**src/hw/rtl/tpf_pkg.sv**
```systemverilog
// Shared types and constants for the thermistor-to-Fahrenheit converter.
package tpf_pkg;

    localparam int unsigned LnFracBits = 24;
    localparam int unsigned LnFracBitsMin = 16;
    localparam int unsigned LnFracBitsMax = 32;
    localparam logic [31:0] Ln2Q32 = 32'd2977044472;

    localparam int unsigned QuoBits = 35;
    localparam int unsigned DivStages = QuoBits;
    localparam int unsigned LogIters = 32;

    typedef enum logic [1:0] {
        ST_OK = 2'd0,
        ST_ZERO = 2'd1,
        ST_NONPOS = 2'd2,
        ST_SAT = 2'd3
    } t_status;

    typedef enum logic [2:0] {
        REG_DIV_RES = 3'd0,
        REG_SER_RES = 3'd1,
        REG_REF_PCM = 3'd2,
        REG_COEF_A = 3'd3,
        REG_COEF_B = 3'd4,
        REG_COEF_C = 3'd5
    } t_reg_idx;

    typedef struct packed {
        logic [19:0] div_res;
        logic [19:0] ser_res;
        logic [14:0] ref_pcm;
        logic signed [31:0] coef_a;
        logic signed [31:0] coef_b;
        logic signed [31:0] coef_c;
    } t_cfg;

    typedef struct packed {
        logic signed [9:0] temp;
        t_status status;
    } t_result;

endpackage

```
**src/hw/rtl/tpf_ohms.sv**
```systemverilog
// Resistance stage: pipelined restoring divide of div_res*ref_pcm by the reading, minus div_res+ser_res.
module tpf_ohms (
    input  logic i_clk,
    input  logic i_rst_n,
    input  logic i_en,
    input  logic i_valid,
    input  logic [14:0] i_pcm,
    input  tpf_pkg::t_cfg i_cfg,
    output logic o_valid,
    output logic o_done,
    output logic [35:0] o_ohms,
    output tpf_pkg::t_status o_status
);
    import tpf_pkg::*;

    // stage 0: product; stages 1..35: one quotient bit each; last: subtract
    logic [DivStages:0] r_v;
    logic [QuoBits-1:0] r_num [DivStages+1];
    logic [15:0] r_rem [DivStages+1];
    logic [14:0] r_den [DivStages+1];
    logic [20:0] r_sum [DivStages+1];
    logic r_zero [DivStages+1];
    logic [15:0] n_rem [DivStages];
    logic [QuoBits-1:0] n_num [DivStages];
    logic [36:0] r_res;
    logic r_oz;
    logic r_ov;

    always_comb begin
        for (int s = 0; s < DivStages; s++) begin
            logic [15:0] t;
            t = {r_rem[s][14:0], r_num[s][QuoBits-1]};
            n_num[s] = {r_num[s][QuoBits-2:0], 1'b0};
            if (t >= {1'b0, r_den[s]}) begin
                n_rem[s] = t - {1'b0, r_den[s]};
                n_num[s][0] = 1'b1;
            end else begin
                n_rem[s] = t;
            end
        end
    end

    always_ff @(posedge i_clk) begin
        if (!i_rst_n) begin
            r_v <= '0;
            r_ov <= 1'b0;
        end else if (i_en) begin
            r_v <= {r_v[DivStages-1:0], i_valid};
            r_ov <= r_v[DivStages];
        end
    end

    always_ff @(posedge i_clk) begin
        if (i_en) begin
            r_num[0] <= QuoBits'(i_cfg.div_res * i_cfg.ref_pcm);
            r_rem[0] <= '0;
            r_den[0] <= i_pcm;
            r_sum[0] <= {1'b0, i_cfg.div_res} + {1'b0, i_cfg.ser_res};
            r_zero[0] <= (i_pcm == '0);
            for (int s = 0; s < DivStages; s++) begin
                r_num[s+1] <= n_num[s];
                r_rem[s+1] <= n_rem[s];
                r_den[s+1] <= r_den[s];
                r_sum[s+1] <= r_sum[s];
                r_zero[s+1] <= r_zero[s];
            end
            r_res <= {2'b0, r_num[DivStages]} - {16'b0, r_sum[DivStages]};
            r_oz <= r_zero[DivStages];
        end
    end

    assign o_valid = r_ov;
    assign o_ohms = r_res[35:0];
    assign o_done = r_oz || r_res[36] || (r_res == '0);
    assign o_status = r_oz ? ST_ZERO : ((r_res[36] || r_res == '0) ? ST_NONPOS : ST_OK);
endmodule

```
**config.mk**
```make
export PLATFORM = sky130hd
export DESIGN_NAME = tpf_ohms
export DESIGN_NICKNAME = d
export VERILOG_FILES = /design/src/hw/rtl/tpf_pkg.sv /design/src/hw/rtl/tpf_ohms.sv
export SDC_FILE = /design/constraint.sdc
export NUM_CORES = 2
export LEC_CHECK = 0
export CORE_MARGIN = 5
export CORE_UTILIZATION = 58
export CTS_CLUSTER_DIAMETER = 60
export CTS_CLUSTER_SIZE = 25
export DETAILED_ROUTE_END_ITERATION = 8
export DONT_BUFFER_PORTS = 1
export GPL_ROUTABILITY_DRIVEN = 0
export MAX_ROUTING_LAYER = met4
export PLACE_DENSITY = 0.79
export SLEW_MARGIN = 20
export SYNTH_ARGS = -nofsm -noshare
export SYNTH_HDL_FRONTEND = slang
export SYNTH_SLANG_ARGS = --single-unit
export TNS_END_PERCENT = 50
```
**constraint.sdc**
```tcl
create_clock -name i_clk -period 6.05 [get_ports i_clk]
set_clock_uncertainty 0.05 [all_clocks]
set_input_delay 0.605 -clock i_clk [delete_from_list [all_inputs] [get_ports i_clk]]
set_output_delay 0.605 -clock i_clk [all_outputs]
set_load 0.03 [all_outputs]
```
==> impl_metrics.yaml <==
floorplanning:
  die_h_microns: 499
  die_w_microns: 499
  placement_row_count: 179
  core_region_area_sq_um: 238000
  start_util: 0.584
  floorplan.die_area_sq_um: 249000
  top_level_ports: 210
routing:
  drc: 0
  drt.antenna.violating_nets: 0
  first_iter_violations: 6427
  routedWlPerCell_microns: 18.8
  vias_after_detailed_routing: 72000
  via_per_inst: 5.70
  final_routed_wirelength_mm: 238
  drt_first_pass_iters: 8
logic_synthesis:
  ys_top_cells_by_area: "sky130_fd_sc_hd__edfxtp_1 (68%), sky130_fd_sc_hd__ha_1 (5.9%), sky130_fd_sc_hd__fa_1 (3.8%), sky130_fd_sc_hd__mux2_2 (3.0%), sky130_fd_sc_hd__inv_1 (2.7%)"
  yosys_register_bits: 3161
  synth_largest_type_area_fraction: 0.675
  ys_seq_area_frac: 0.680
  instance_count_of_the_mapped_netlist: 9231
  asyncSetResetFlopFracSynth: 0
  yosysWarningCount: 0
  synthDistinctLibCells: 91
  synthTopCellsByCount: "sky130_fd_sc_hd__edfxtp_1 (3,124), sky130_fd_sc_hd__inv_1 (987), sky130_fd_sc_hd__ha_1 (652)"
  synth_enable_flop_cells: 3124
  synthesized_area_per_cell_sq_um: 15.1
  synth.net_count: 10300
  synthDominantAreaCellType: "sky130_fd_sc_hd__edfxtp_1"
  synthesis.area_sq_um: 139000
  ys_dominant_reg_cell: "sky130_fd_sc_hd__edfxtp_1"
  synthMostInstantiatedCell: "sky130_fd_sc_hd__edfxtp_1"
flow_run:
  cap_viol_max_count: 0
timing:
  timing_max_transition_violations_final: 0
  fin_hold_ws_ps: 98.3
  rsz_0062_raised_after_global_routing: "false"
  timing.final.crit_share: 0.903
  timing.final.crit_period_ps: 5470
  timing.max_slew.rel_slack: 0.223
  totalNegativeSetupSlack_ps: 0
  worst-slew-pin-transition_ps: 1170
  timing_hold_violations_final: 0
  max_freq_mhz: 183
  setup_violations: 0
final_layout:
  design.final.nets: 10400
  final_layout_size_suffix_gt1_frac: 0.0820
  area_grow_syn2layout_pct: 7.67
  count_of_non_filler_cells_in_the_finished_layout: 12600
clocking:
  cts_sinks: 3161
  clockBufferDepth: 3
  clock_tree.root_cell: "sky130_fd_sc_hd__clkbuf_16"
  clock_latency_ps: 880
  ctsHtreeMaxLevel: 4
  postCtsSetupBuffers: 0
  cts.clk_slew.worst_paths_ps: 90
  clock_tree_from_tritoncts: "yes"
  clock_buffer_count_from_cts: 180
power:
  power.density_cell_area_nw_per_um2: 476
  p_seq_frac: 0.428
  power.switching_uw: 23900
  peakVddDrop_uv: 688
  leakagePower_uw: 0.0568
  pwr-share-comb: 0.383
  post-layout-total-power_uw: 71200
  sw_frac_of_total: 0.336
  pwr-share-clk: 0.189
  internal_portion_of_total_power_uw: 47300
critical_path:
  critical_path.startpoint_type: "input port"
  depth_of_the_worst_register_to_register_path: 10
  path_common_cell: "sky130_fd_sc_hd__fa_1"
  worst_path_max_delay_cell: "sky130_fd_sc_hd__fa_1"
  maximum_fanout_encountered_on_the_critical_timing_path: 16
  worstSetupPathType: "input port to flip-flop"
  worstPathCellList: "and2_1 -> fa_1 -> inv_1 -> fa_1 -> inv_1 -> fa_1 -> fa_1 -> fa_1 -> inv_1 -> fa_1 -> inv_1 -> ha_1 -> a21oi_1 -> o21bai_1 -> a21oi_1 -> o21ai_0 -> a21o_1 -> a221o_1 -> a2111oi_2 -> a2111oi_1"
  endpoint_kind: "flip-flop"
  cp_data_required_time_ps: 6580
  cp.arrival_ps: 6000
  crit_path_max_incr_delay_ps: 540
global_route:
  grt_pass1_wl_mm: 383
  global_route.usage.total: 0.195
  initial_antenna_violation_count: 5
  grt-ovfl-total: 0
  grt_start_max_net_pins: 251
  first_global_vias: 72900
hold_path:
  whs_path_depth: 2
  min-delay-path-class: "input port to flip-flop"
run_status:
  run_status: "completed"
placement:
  numPortBuffers: 0
  numPlacedInstances: 12300
  dp.final_hpwl_mm: 163
==> logic make-up (layout without fill, tap and decap cells) <==
group                    Yosys count  in the layout  synth area share
flip-flops                      3161           3161             0.680
AO/OA/AOI/OAI                   1383           1383            0.0658
XOR/XNOR                         394            394            0.0248
multiplexers                     472            472            0.0373
adder cells (fa/ha/maj)          919            919            0.0972
other                              0              5                 0
AND/OR/NAND/NOR                 1764           1764            0.0628
buffers and inverters           1138           1366            0.0316
==> final timing paths <==
check | startpoint | end | slack [ps]
worst max-delay path | i_cfg[146] | r_num[0][31]$_DFFE_PP_ | 580
worst min-delay path | i_cfg[130] | r_sum[0][20]$_DFFE_PP_ | 100
worst max register to register | r_den[15][0]$_DFFE_PP_ | r_rem[16][3]$_DFFE_PP_ | 2150
worst min register to register | r_sum[2][34]$_DFFE_PP_ | r_sum[2][55]$_DFFE_PP_ | 330
==> registers in the layout, summed over array words and instances, names as in the netlist <==
name	flops
r_den	525
r_res	36
r_oz	1
o_valid	1
r_rem	510
r_v	36
r_zero	36
r_sum	756
r_num	1260
==> metal layers <==
| layer | wire length (microns) | global-route usage | up-vias |
|---|---|---|---|
| met1 | 96100 | 0.243 | 35300 |
| met3 | 11000 | 0.0252 | 529 |
| li1 | - | - | 34100 |
| met5 | 0 | - | - |
| met4 | 8670 | 0.0676 | 0 |
| met2 | 122000 | 0.332 | 2127 |
==> area by class of cell <==
class,count,area [sq um]
Sequential cell,3161,94600
Fill cell,16400,88500
Inverter,989,3710
Clock buffer,193,4600
Antenna cell,5,12.5
Tap cell,3167,3960
Timing Repair Buffer,81,1210
Clock inverter,103,1500
Multi-Input combinational cell,4932,40100
==> critical path: cells and delay by family <==
family                   cells  cell delay [ps]
AO/OA/AOI/OAI                8             1690
adder cells (fa/ha/maj)      7             3340
buffers and inverters        4              190
AND/OR/NAND/NOR              1              150
==> placed cells by master, fill, tap and decap left out, types with 51 or more instances in the layout <==
cell                        netlist  layout
sky130_fd_sc_hd__a21oi_1        330     329
sky130_fd_sc_hd__edfxtp_1      3124    3124
sky130_fd_sc_hd__clkbuf_16        0     183
sky130_fd_sc_hd__o21a_1          98      98
sky130_fd_sc_hd__mux2i_1        104     104
sky130_fd_sc_hd__nor2b_1        152     152
sky130_fd_sc_hd__mux2_2         368     368
sky130_fd_sc_hd__xnor2_1        291     291
sky130_fd_sc_hd__o21ai_0        284     284
sky130_fd_sc_hd__nand3_1         87      87
sky130_fd_sc_hd__xor2_1         103     103
sky130_fd_sc_hd__and2_1         184     184
sky130_fd_sc_hd__nand4_1        101     101
sky130_fd_sc_hd__o21bai_1        51      51
sky130_fd_sc_hd__nand2b_1        63      63
sky130_fd_sc_hd__inv_1          987     987
sky130_fd_sc_hd__a21boi_0        79      79
sky130_fd_sc_hd__a21o_1         143     143
sky130_fd_sc_hd__nand2_1        449     449
sky130_fd_sc_hd__ha_1           652     650
sky130_fd_sc_hd__nor2_1         407     406
sky130_fd_sc_hd__nor3_1         141     140
sky130_fd_sc_hd__fa_1           267     267
==> power by group through the flow <==
stage | clock network (uW) | registers (uW) | logic (uW)
floorplan | 0 | 30200 | 20000
global placement | 0 | 30900 | 25500
detailed placement | 0 | 31000 | 26700
CTS | 13800 | 30500 | 26900
global route | 14800 | 30800 | 30100
finish | 13400 | 30500 | 27300
==> what timing repair did <==
action	4_1_cts	5_1_grt
setup endpoints to repair	0	18
hold buffers	25	0
resized for setup	0	0
endpoints found under the hold margin	77	0
==> per-stage QoR <==
stage	util	area [sq um]	setup slack (ps)
after floorplan	-	139000	-39.5
after global placement	0.600	143000	-324
after detailed placement	0.601	143000	-291
after CTS	0.628	149000	90.9
after global routing	0.628	150000	191
final	0.628	150000	584
(Power assumes the default switching activity.)
